[src/rtl/core/response_deframer_crc16_check_top_defines.svh]
// assertion macros for the response deframer rtl
// used by response_deframer_crc16_check_top; expects clk_i and rst_ni in scope
`ifndef RESPONSE_DEFRAMER_CRC16_CHECK_TOP_DEFINES_SVH
`define RESPONSE_DEFRAMER_CRC16_CHECK_TOP_DEFINES_SVH

`ifndef ASSERT_OFF

`define RDFC_ASSERT(label, prop) \
  label: assert property (@(posedge clk_i) disable iff (!rst_ni) (prop)) \
    else $error("rdfc assertion failed");

`define RDFC_ASSERT_MSG(label, prop, msg) \
  label: assert property (@(posedge clk_i) disable iff (!rst_ni) (prop)) \
    else $error(msg);

`else

`define RDFC_ASSERT(label, prop)

`define RDFC_ASSERT_MSG(label, prop, msg)

`endif

`endif

[src/rtl/core/rdfc_pkg.sv]
// shared types, constants and the crc-16 byte update for the response deframer
// no dependencies; imported by rdfc_frame_engine and the top level
package rdfc_pkg;

  localparam int MaxFrameBytes = 256;
  localparam int PosW          = $clog2(MaxFrameBytes + 1);
  localparam int MinFrame      = 5;

  localparam logic [15:0] CrcPoly   = 16'h1021;
  localparam logic [7:0]  FrameOpen = 8'h28;
  localparam logic [7:0]  FrameCr   = 8'h0D;

  typedef enum logic [2:0] {
    ST_OK        = 3'd0,
    ST_SHORT     = 3'd1,
    ST_BAD_START = 3'd2,
    ST_BAD_TERM  = 3'd3,
    ST_CRC_ERR   = 3'd4,
    ST_TOO_LONG  = 3'd5
  } status_e;

  typedef struct packed {
    logic       has_item;
    logic [7:0] body_byte;
    logic       body_valid;
    logic       frame_end;
    status_e    status;
    logic [7:0] body_length;
  } rdfc_result_t;

  // msb-first crc-16, one byte, unrolled over eight bit steps
  function automatic logic [15:0] crc_feed(input logic [15:0] crc, input logic [7:0] b);
    logic [15:0] c;
    c = crc ^ {b, 8'h00};
    for (int k = 0; k < 8; k++) begin
      if (c[15]) begin
        c = {c[14:0], 1'b0} ^ CrcPoly;
      end else begin
        c = {c[14:0], 1'b0};
      end
    end
    return c;
  endfunction

endpackage

[src/rtl/core/rdfc_frame_engine.sv]
// frame state: three-byte delay line, position, running crc and verdict logic
// depends on rdfc_pkg
module rdfc_frame_engine import rdfc_pkg::*; (
  input  logic         clk_i,
  input  logic         rst_ni,
  input  logic         step_i,
  input  logic [7:0]   data_i,
  input  logic         last_i,
  output rdfc_result_t result_o
);

  logic [7:0]      delay_q [3];
  logic [7:0]      delay_d [3];
  logic [PosW-1:0] pos_q, pos_d;
  logic [15:0]     crc_q, crc_d;
  logic            start_q, start_d;
  logic [7:0]      count_q, count_d;

  logic            start_now;
  logic            feed;
  logic            emit;
  logic [15:0]     crc_now;
  logic [7:0]      count_now;
  logic [15:0]     crc_got;
  status_e         verdict;

  always_comb begin
    start_now = (pos_q == '0) ? (data_i == FrameOpen) : start_q;
    feed      = pos_q >= PosW'(3);
    emit      = (pos_q >= PosW'(4)) && (pos_q <= PosW'(MaxFrameBytes - 1)) && start_now;
    crc_now   = feed ? crc_feed(crc_q, delay_q[2]) : crc_q;
    count_now = (emit && count_q != 8'hFF) ? count_q + 8'd1 : count_q;
    // trailer sits in the two newest bytes: crc high then crc low
    crc_got   = {delay_q[1], delay_q[0]};

    if (pos_q < PosW'(MinFrame - 1)) begin
      verdict = ST_SHORT;
    end else if (!start_now) begin
      verdict = ST_BAD_START;
    end else if (data_i != FrameCr) begin
      verdict = ST_BAD_TERM;
    end else if (pos_q >= PosW'(MaxFrameBytes)) begin
      verdict = ST_TOO_LONG;
    end else if (crc_got != crc_now) begin
      verdict = ST_CRC_ERR;
    end else begin
      verdict = ST_OK;
    end

    result_o.has_item    = emit || last_i;
    result_o.body_byte   = emit ? delay_q[2] : 8'h00;
    result_o.body_valid  = emit;
    result_o.frame_end   = last_i;
    result_o.status      = last_i ? verdict : ST_OK;
    result_o.body_length = last_i ? count_now : 8'h00;
  end

  always_comb begin
    delay_d = delay_q;
    pos_d   = pos_q;
    crc_d   = crc_q;
    start_d = start_q;
    count_d = count_q;
    if (step_i) begin
      if (last_i) begin
        delay_d = '{default: 8'h00};
        pos_d   = '0;
        crc_d   = '0;
        start_d = 1'b0;
        count_d = '0;
      end else begin
        delay_d[2] = delay_q[1];
        delay_d[1] = delay_q[0];
        delay_d[0] = data_i;
        if (pos_q < PosW'(MaxFrameBytes)) begin
          pos_d = pos_q + PosW'(1);
        end
        crc_d   = crc_now;
        start_d = start_now;
        count_d = count_now;
      end
    end
  end

  always_ff @(posedge clk_i or negedge rst_ni) begin
    if (!rst_ni) begin
      delay_q <= '{default: 8'h00};
      pos_q   <= '0;
      crc_q   <= '0;
      start_q <= 1'b0;
      count_q <= '0;
    end else begin
      delay_q <= delay_d;
      pos_q   <= pos_d;
      crc_q   <= crc_d;
      start_q <= start_d;
      count_q <= count_d;
    end
  end

endmodule

[src/rtl/core/response_deframer_crc16_check_top.sv]
// channel   | direction | tdata                                   | tuser      | tlast
// s_axis    | in        | [7:0] data_byte                         | -          | last_byte
// m_axis    | out       | [7:0] body_byte [10:8] frame_status     | body_valid | frame_end
//           |           | [18:11] body_length [23:19] zero        |            |
//
// one request per cycle sustained while results are taken; each request passes through
// the input register and then the result register around the frame engine
// a request that neither completes a body byte nor ends the frame gives no result
// a stalled result holds the engine; the input register still takes one request
// asynchronous active-low reset clears frame state and both valid flags
// depends on rdfc_pkg, rdfc_frame_engine and the assertion macro header
`include "response_deframer_crc16_check_top_defines.svh"

module response_deframer_crc16_check_top import rdfc_pkg::*; (
  input  logic        clk_i,
  input  logic        rst_ni,
  input  logic        s_axis_tvalid,
  output logic        s_axis_tready,
  input  logic [7:0]  s_axis_tdata,   // [7:0] data_byte
  input  logic        s_axis_tlast,
  output logic        m_axis_tvalid,
  input  logic        m_axis_tready,
  output logic [23:0] m_axis_tdata,   // [7:0] body_byte, [10:8] frame_status,
                                      // [18:11] body_length, [23:19] zero
  output logic        m_axis_tuser,   // [0] body_byte_valid
  output logic        m_axis_tlast
);

  logic         in_valid_q, in_valid_d;
  logic [7:0]   in_data_q, in_data_d;
  logic         in_last_q, in_last_d;
  logic         out_valid_q, out_valid_d;
  rdfc_result_t out_q, out_d;
  rdfc_result_t result;
  logic         advance;

  assign advance       = in_valid_q && (!out_valid_q || m_axis_tready);
  assign s_axis_tready = !in_valid_q || advance;

  rdfc_frame_engine u_engine (
    .clk_i    (clk_i),
    .rst_ni   (rst_ni),
    .step_i   (advance),
    .data_i   (in_data_q),
    .last_i   (in_last_q),
    .result_o (result)
  );

  always_comb begin
    in_valid_d = in_valid_q;
    in_data_d  = in_data_q;
    in_last_d  = in_last_q;
    if (s_axis_tready) begin
      in_valid_d = s_axis_tvalid;
      in_data_d  = s_axis_tdata;
      in_last_d  = s_axis_tlast;
    end

    out_d = out_q;
    if (advance) begin
      out_valid_d = result.has_item;
      out_d       = result;
    end else begin
      out_valid_d = out_valid_q && !m_axis_tready;
    end
  end

  always_ff @(posedge clk_i or negedge rst_ni) begin
    if (!rst_ni) begin
      in_valid_q  <= 1'b0;
      out_valid_q <= 1'b0;
    end else begin
      in_valid_q  <= in_valid_d;
      out_valid_q <= out_valid_d;
    end
  end

  always_ff @(posedge clk_i) begin
    in_data_q <= in_data_d;
    in_last_q <= in_last_d;
    out_q     <= out_d;
  end

  assign m_axis_tvalid = out_valid_q;
  assign m_axis_tdata  = {5'b0, out_q.body_length, out_q.status, out_q.body_byte};
  assign m_axis_tuser  = out_q.body_valid;
  assign m_axis_tlast  = out_q.frame_end;

  // a result always carries a body byte or a verdict
  `RDFC_ASSERT(a_result_has_content, m_axis_tvalid |-> (m_axis_tuser || m_axis_tlast))
  // verdict fields stay zero away from the frame end
  `RDFC_ASSERT_MSG(a_idle_verdict_zero,
    (m_axis_tvalid && !m_axis_tlast) |-> (m_axis_tdata[18:8] == 11'd0),
    "verdict fields set on a mid-frame result")
  // full input register behind a stalled result must block new requests
  `RDFC_ASSERT(a_stall_blocks_input,
    (out_valid_q && !m_axis_tready && in_valid_q) |-> !s_axis_tready)
  // status code stays within the defined set
  `RDFC_ASSERT(a_status_range,
    (m_axis_tvalid && m_axis_tlast) |-> (m_axis_tdata[10:8] <= 3'd5))

endmodule

[config.mk]
export PLATFORM = sky130hd
export DESIGN_NAME = response_deframer_crc16_check_top
export DESIGN_NICKNAME = d
export VERILOG_FILES = /design/src/rtl/core/rdfc_pkg.sv /design/src/rtl/core/rdfc_frame_engine.sv /design/src/rtl/core/response_deframer_crc16_check_top.sv
export VERILOG_INCLUDE_DIRS = /design/src /design/src/rtl/core
export SDC_FILE = /design/constraint.sdc
export NUM_CORES = 1
export LEC_CHECK = 0
export BUFFER_PORTS_ARGS = -buffer_cell sky130_fd_sc_hd__buf_2
export CAP_MARGIN = 20
export CELL_PAD_IN_SITES_DETAIL_PLACEMENT = 0
export CELL_PAD_IN_SITES_GLOBAL_PLACEMENT = 1
export CORE_MARGIN = 10
export CORE_UTILIZATION = 48
export CTS_CLUSTER_DIAMETER = 40
export DETAILED_ROUTE_END_ITERATION = 10
export PLACE_DENSITY = 0.86
export SETUP_SLACK_MARGIN = 0.2
export SYNTH_ARGS = -nofsm -noshare
export SYNTH_HDL_FRONTEND = slang
export SYNTH_HIERARCHICAL = 1
export SYNTH_SLANG_ARGS = --single-unit
[constraint.sdc]
create_clock -name clk_i -period 2.8 [get_ports clk_i]
set_input_delay 0.14 -clock clk_i [delete_from_list [all_inputs] [get_ports clk_i]]
set_output_delay 0.14 -clock clk_i [all_outputs]
set_load 0.05 [all_outputs]
==> results of run 1 <==
## per-stage QoR
step / util / setup slack, ns
floorplan: - / 0.3952
global placement: 0.5228 / 0.2415
detailed placement: 0.5228 / 0.1545
CTS: 0.5530 / 0.2706
global route: 0.5556 / 0.1541
finish: 0.5556 / 0.3263
## worst reg2reg max path, stage by stage, from the launching register on
cell	delay, ns
dfrtp_2	0.45
nand3_1	0.13
nor2_1	0.17
and2_1	0.17
ha_1	0.14
o211a_1	0.25
o21ai_1	0.19
or3_1	0.44
xnor2_1	0.14
and2_1	0.15
## area by class of cell
| cell class | instances | area [sq um] |
|---|---|---|
| clock buffers | 9 | 123.9 |
| multi-input cells | 293 | 2158 |
| inverters | 35 | 131.4 |
| repair buffers | 56 | 372.9 |
| flip-flops and latches | 90 | 2406 |
| well taps | 133 | 166.4 |
| clock inverters | 7 | 46.29 |
| fillers | 859 | 4324 |
## cells by family (layout without fill, tap and decap cells)
kind of cell	Yosys count	in the layout
other	1	5
XOR/XNOR	48	48
AND/OR/NAND/NOR	111	111
adder cells (fa/ha/maj)	4	4
AO/OA/AOI/OAI	107	107
buffers and inverters	65	107
flip-flops	90	90
multiplexers	18	18
## final timing paths
check	startpoint	to	slack [ns]	cells after the start
worst max-delay path	u_engine/pos_q[2]	m_axis_tdata[14]	0.33	9
worst min-delay path	m_axis_tready	m_axis_tvalid	0.05	3
worst max register to register	u_engine/pos_q[2]	m_axis_tdata[14]	0.33	9
worst min register to register	in_data_q[4]	u_engine/crc_got[4]	0.51	2
max in group asynchronous	rst_ni	u_engine/count_q[3]	1.75	3
min in group asynchronous	rst_ni	u_engine/count_q[1]	0.40	2
## cell usage after synthesis (all sizes together) (3+ instances only)
library cell	count
dfrtp	60
xnor2	37
inv	35
edfxtp	30
nand2	28
o21ai	21
clkbuf	18
and2	17
mux2i	16
o22ai	16
a21oi	13
nor2	13
nor3	13
a22oi	12
buf	12
o2bb2ai	12
xor2	10
or3	9
nand3b	8
o31ai	8
nand3	6
a21boi	4
and3	4
ha	4
a31oi	3
nand4	3
nor4	3
## metal layers
metal | GRT usage | vias to the layer above
met2 | 0.2472 | 76
met1 | 0.1948 | 1643
met4 | 0.04223 | 0
li1 | - | 1655
met3 | 0.03938 | 10
met5 | 0 | -
## sequential cells by signal, summed over array words and instances (netlist names), 8 cells and up
| register | cells |
|---|---|
| in_data_q | 8 |
| u_engine/count_q | 8 |
| u_engine/pos_q | 9 |
| m_axis_tdata | 19 |
| u_engine/delay_q | 8 |
| u_engine/crc_got | 16 |
| u_engine/crc_q | 16 |
## power by group
| group | total [mW] | switching [mW] | internal [mW] |
|---|---|---|---|
| sequential | 1.96 | 0.288 | 1.67 |
| clock | 0.791 | 0.474 | 0.318 |
| combinational | 2.61 | 1.50 | 1.11 |
| total | 5.35 | 2.26 | 3.09 |
## what timing repair did
action / 4_1_cts / 5_1_grt
pin swaps: 0 / 2
hold buffers: 11 / 0
resized for setup: 3 / 7
endpoints found under the setup margin: 1 / 19
hold endpoints to repair: 42 / 0
setup buffers: 0 / 0
==> results.sh, run 1 <==
export IMPL_cpMaxStageDelayCell="dfrtp_2"
export IMPL_cts_tree="yes"
export IMPL_maximum_number_of_pins_on_one_net_before_global_route_repair=70
export IMPL_die_y_um=119.8
export IMPL_met2WireLength_mm=4.891
export IMPL_maximum_clock_insertion_buffer_count=2
export IMPL_skew_ns=0.01787
export IMPL_final_cell_count_no_fill=623
export IMPL_routed_via_count=3384
export IMPL_total_power_mw=5.352
export IMPL_crit_path_largest_cell_delay_ns=0.45
export IMPL_final_hold_violation_count=0
export IMPL_tns_ns=0
export IMPL_synth_compound_area_frac=0.1538
export IMPL_detail_route_wl_per_cell_um=16.52
export IMPL_maxClockFrequency_mhz=404.3
export IMPL_postRouteAntennaNets=0
export IMPL_grt_util_all_layers=0.1514
export IMPL_grt_pass1_wl_mm=17.70
export IMPL_power_ir_vdd_worst_mv=0.3808
export IMPL_detailed_place_hpwl_mm=6.965
export IMPL_antennaDiodeCount=0
export IMPL_class_of_the_most_critical_setup_path="reg2reg"
export IMPL_critical_path_arrival_ns=2.59
export IMPL_worstPathBufferInverterCount=0
export IMPL_combinational_family_with_the_most_area_after_synthesis="compound AO/OA/AOI/OAI gates"
export IMPL_timing_final_setup_violations=0
export IMPL_hold_slack_ns=0.05080
export IMPL_placedCellCount=596
export IMPL_synth_area_mux_share=0.03819
export IMPL_grt_ovfl_total=0
export IMPL_ys_types=58
export IMPL_synthesis_area_per_instance_sq_um=10.77
export IMPL_met3WireLength_um=492
export IMPL_worstPathMaxFanout=7
export IMPL_synth_largest_area_cell="dfrtp_1"
export IMPL_post_synthesis_cell_count=444
export IMPL_drt_met1_wl_mm=4.788
export IMPL_synthesis_yosys_warnings=6
export IMPL_clock_tree_root_cell="clkbuf_8"
export IMPL_postRouteWirelength_mm=10.29
export IMPL_area_growth_syn_to_layout_pct=13.00
export IMPL_drive_above_1_share=0.1714
export IMPL_clkSlewWorstSetupHoldPaths_ns=0.09
export IMPL_core_rowCount=36
export IMPL_firstDrtPassIters=5
export IMPL_crit_end_element="flop"
export IMPL_first_global_vias=3510
export IMPL_gp_routability_congestion=0.9162
export IMPL_die_area_sq_um=14360
export IMPL_clkLatencyLatePin_ns=0.36
export IMPL_pwrdens_nw_per_um2=990.2
export IMPL_synthDominantCellAreaShare=0.3139
export IMPL_core_area_sq_um=9729
export IMPL_post_synthesis_share_of_cell_area_spent_on_and_or_nand_and_nor_gates=0.1274
export IMPL_cts_inserted_buffers=9
export IMPL_cp_start_kind="flop"
export IMPL_post_synthesis_sequential_area_ratio=0.5022
export IMPL_worstPathCellList="nand3_1 -> nor2_1 -> and2_1 -> ha_1 -> o211a_1 -> o21ai_1 -> or3_1 -> xnor2_1 -> and2_1"
export IMPL_relative_slew_slack=0.4492
export IMPL_initialDrtViolationCount=217
export IMPL_initial_cell_density_of_the_core=0.4916
export IMPL_setup_repair_after_global_routing_missed_its_margin="yes"
export IMPL_most_common_flop_cell_mapped_by_yosys="dfrtp_1"
export IMPL_post_synth_fa_ha_maj_area_fraction=0.01046
export IMPL_syn_cell_area_sq_um=4783
export IMPL_max_slew_worst_pin_slew_ns=0.8262
export IMPL_die_w_um=119.8
export IMPL_min_path_type="in2reg"
export IMPL_final_net_count=502
export IMPL_period_share=0.8835
export IMPL_ioPinCount=41
export IMPL_top_area_cells_in_the_synthesized_netlist="dfrtp_1 31%, edfxtp_1 19%, xnor2_1 5.7%"
export IMPL_htreeDepth=3
export IMPL_synth_edf_count=30
export IMPL_synth_ff_latch_count=90
export IMPL_max_cap_violations=0
export IMPL_asyncSetResetFlopFracSynth=0.6667
export IMPL_xor_xnor_share_of_the_synthesized_area=0.1099
export IMPL_timing_final_crit_period_ns=2.474
export IMPL_highest_layer="met4"
export IMPL_crit_family="simple AND/OR/NAND/NOR gates"
export IMPL_antenna_found_initial=0
export IMPL_cts_sink_count=90
export IMPL_run_status="finished, final reports clean"
export IMPL_postLayoutCellArea_sq_um=5405
export IMPL_dpl_cell_area_sq_um=5086
export IMPL_final_cell_mix="57 x dfrtp_1, 35 x buf_2, 35 x inv_1"
export IMPL_mostFrequentLayoutCell="dfrtp_1"
export IMPL_remaining_drc_errors=0
export IMPL_report_final_slew_viol_count=0
export IMPL_cpMostUsedCell="and2_1"
export IMPL_power_leakage_nw=2.216
export IMPL_via_per_inst=5.432
export IMPL_count_of_buffers_from_port_buffering=35
export IMPL_critical_path_required_ns=2.92
No activity file was read; power rests on OpenSTA's default activity.
==> run 2: changes to the inputs <==
Settings changed: CORE_UTILIZATION 48 to 45, PLACE_DENSITY 0.86 to 0.82.
==> run 2 against run 1 <==
  * Routed wire length grew 2.1%
  * Total power grew 1.1%
  * Largest cell class unchanged
  * Sequential cell count is the same
  * Sequential power is essentially flat
  * Fmax shrank 0.64%
==> results.sh, run 2 (synthesis results as in run 1) <==
export IMPL_remaining_drc_errors=0
export IMPL_class_of_the_most_critical_setup_path="reg2reg"
export IMPL_cpMaxStageDelayCell="xnor2_2"
export IMPL_grt_pass1_wl_mm=17.55
export IMPL_maximum_number_of_pins_on_one_net_before_global_route_repair=70
export IMPL_maxClockFrequency_mhz=401.7
export IMPL_timing_final_setup_violations=0
export IMPL_grt_ovfl_total=0
export IMPL_met3WireLength_um=463
export IMPL_critical_path_arrival_ns=2.60
export IMPL_worstPathMaxFanout=8
export IMPL_first_global_vias=3395
export IMPL_setup_repair_after_global_routing_missed_its_margin="no"
export IMPL_final_cell_count_no_fill=627
export IMPL_crit_family="compound AO/OA/AOI/OAI gates"
export IMPL_drt_met1_wl_mm=5.110
export IMPL_critical_path_required_ns=2.91
export IMPL_post_route_setup_slack_ns=0.3104
export IMPL_detailedPlace_worstSlack_ns=0.2960
export IMPL_power_ir_vdd_worst_mv=0.3643
export IMPL_via_per_inst=5.419
export IMPL_power_leakage_nw=2.231
export IMPL_report_final_slew_viol_count=0
export IMPL_highest_layer="met4"
export IMPL_cts_inserted_buffers=9
export IMPL_drive_above_1_share=0.1609
export IMPL_grt_util_all_layers=0.1458
export IMPL_met2WireLength_mm=4.808
export IMPL_max_cap_violations=0
export IMPL_skew_ns=0.01311
export IMPL_initial_cell_density_of_the_core=0.4633
export IMPL_clock_tree_root_cell="clkbuf_8"
export IMPL_pwrdens_nw_per_um2=1003
export IMPL_area_growth_syn_to_layout_pct=12.82
export IMPL_core_rowCount=37
export IMPL_clkSlewWorstSetupHoldPaths_ns=0.09
export IMPL_detail_route_wl_per_cell_um=16.77
export IMPL_cts_sink_count=90
export IMPL_relative_slew_slack=0.3953
export IMPL_placedCellCount=599
export IMPL_clkLatencyLatePin_ns=0.37
export IMPL_cp_start_kind="flop"
export IMPL_postRouteWirelength_mm=10.51
export IMPL_ioPinCount=41
export IMPL_core_area_sq_um=10320
export IMPL_crit_end_element="flop"
export IMPL_gp_routability_congestion=0.9036
export IMPL_min_path_type="in2reg"
export IMPL_initialDrtViolationCount=244
export IMPL_mostFrequentLayoutCell="dfrtp_1"
export IMPL_period_share=0.8891
export IMPL_crit_path_largest_cell_delay_ns=0.45
export IMPL_final_cell_mix="60 x dfrtp_1, 35 x buf_2, 35 x inv_1"
export IMPL_htreeDepth=3
export IMPL_die_y_um=123.1
export IMPL_run_status="finished, final reports clean"
export IMPL_timing_final_crit_period_ns=2.490
export IMPL_top_register="m_axis_tdata"
export IMPL_total_power_mw=5.412
export IMPL_antennaDiodeCount=0
export IMPL_routed_via_count=3398
export IMPL_die_w_um=123.1
export IMPL_crit_cells=7
export IMPL_final_net_count=503
export IMPL_detailed_place_hpwl_mm=6.980
export IMPL_firstDrtPassIters=5
export IMPL_maximum_clock_insertion_buffer_count=2
export IMPL_postRouteAntennaNets=0
export IMPL_hold_slack_ns=0.04556
export IMPL_whs_path_depth=3
export IMPL_timing_reg2reg_worst_path_depth=7
export IMPL_final_hold_violation_count=0
export IMPL_fillerInstances=890
export IMPL_worstPathCellList="xor2_2 -> xnor2_2 -> and3_1 -> o221ai_1 -> a31o_1 -> a2111oi_2 -> a311oi_1"
export IMPL_die_area_sq_um=15150
export IMPL_antenna_found_initial=0
export IMPL_max_slew_worst_pin_slew_ns=0.9037
export IMPL_tns_ns=0
export IMPL_count_of_buffers_from_port_buffering=35
export IMPL_cts_tree="yes"
export IMPL_largest_register_ff_count=19
export IMPL_worstPathBufferInverterCount=0
run 2: through the flow:
step	util	instance area (sq um)
final	0.5227	5396
after global routing	0.5227	5396
after CTS	0.5204	5373
after detailed placement	0.4918	5077
after global placement	0.4918	5077
after floorplan	-	4798
run 2: worst paths after layout:
kind | start | to | slack (ns)
worst max-delay path | u_engine/delay_q[7] | m_axis_tdata[10] | 0.31
worst min-delay path | m_axis_tready | m_axis_tvalid | 0.05
worst max register to register | u_engine/delay_q[7] | m_axis_tdata[10] | 0.31
worst min register to register | in_data_q[6] | u_engine/crc_got[6] | 0.51
max in group asynchronous | rst_ni | u_engine/crc_q[3] | 1.65
min in group asynchronous | rst_ni | u_engine/crc_got[12] | 0.43
run 2: worst reg2reg max path, cell delays in order, from the launching register on:
cell	delay (ns)
dfrtp_1	0.44
xor2_2	0.24
xnor2_2	0.45
and3_1	0.24
o221ai_1	0.14
a31o_1	0.26
a2111oi_2	0.33
a311oi_1	0.14
run 2: area by class of cell:
class | instances | area (sq um) | share of cell area
clock inverters | 6 | 57.56 | 0.01067
flip-flops and latches | 90 | 2402 | 0.4452
multi-input cells | 293 | 2140 | 0.3965
repair buffers | 57 | 367.9 | 0.06817
clock buffers | 10 | 127.6 | 0.02365
inverters | 35 | 131.4 | 0.02434
well taps | 136 | 170.2 | 0.03153
run 2: what timing repair did:
item                                   4_1_cts  5_1_grt
setup endpoints to repair                    0        4
buffers inserted                             0        1
endpoints found under the hold margin       45        0
resized for setup                            0        4
hold buffers                                11        0
run 2: power by group:
part	total [mW]	internal, mW	leakage, nW	switching (mW)
clock	0.868	0.405	0.0874	0.463
combinational	2.58	1.08	1.04	1.50
sequential	1.96	1.67	1.10	0.299
run 2: metal layers:
| layer | track usage | vias up |
|---|---|---|
| li1 | - | 1651 |
| met1 | 0.1980 | 1652 |
| met2 | 0.2189 | 83 |
| met3 | 0.03464 | 12 |
| met4 | 0.06114 | 0 |
| met5 | 0 | - |
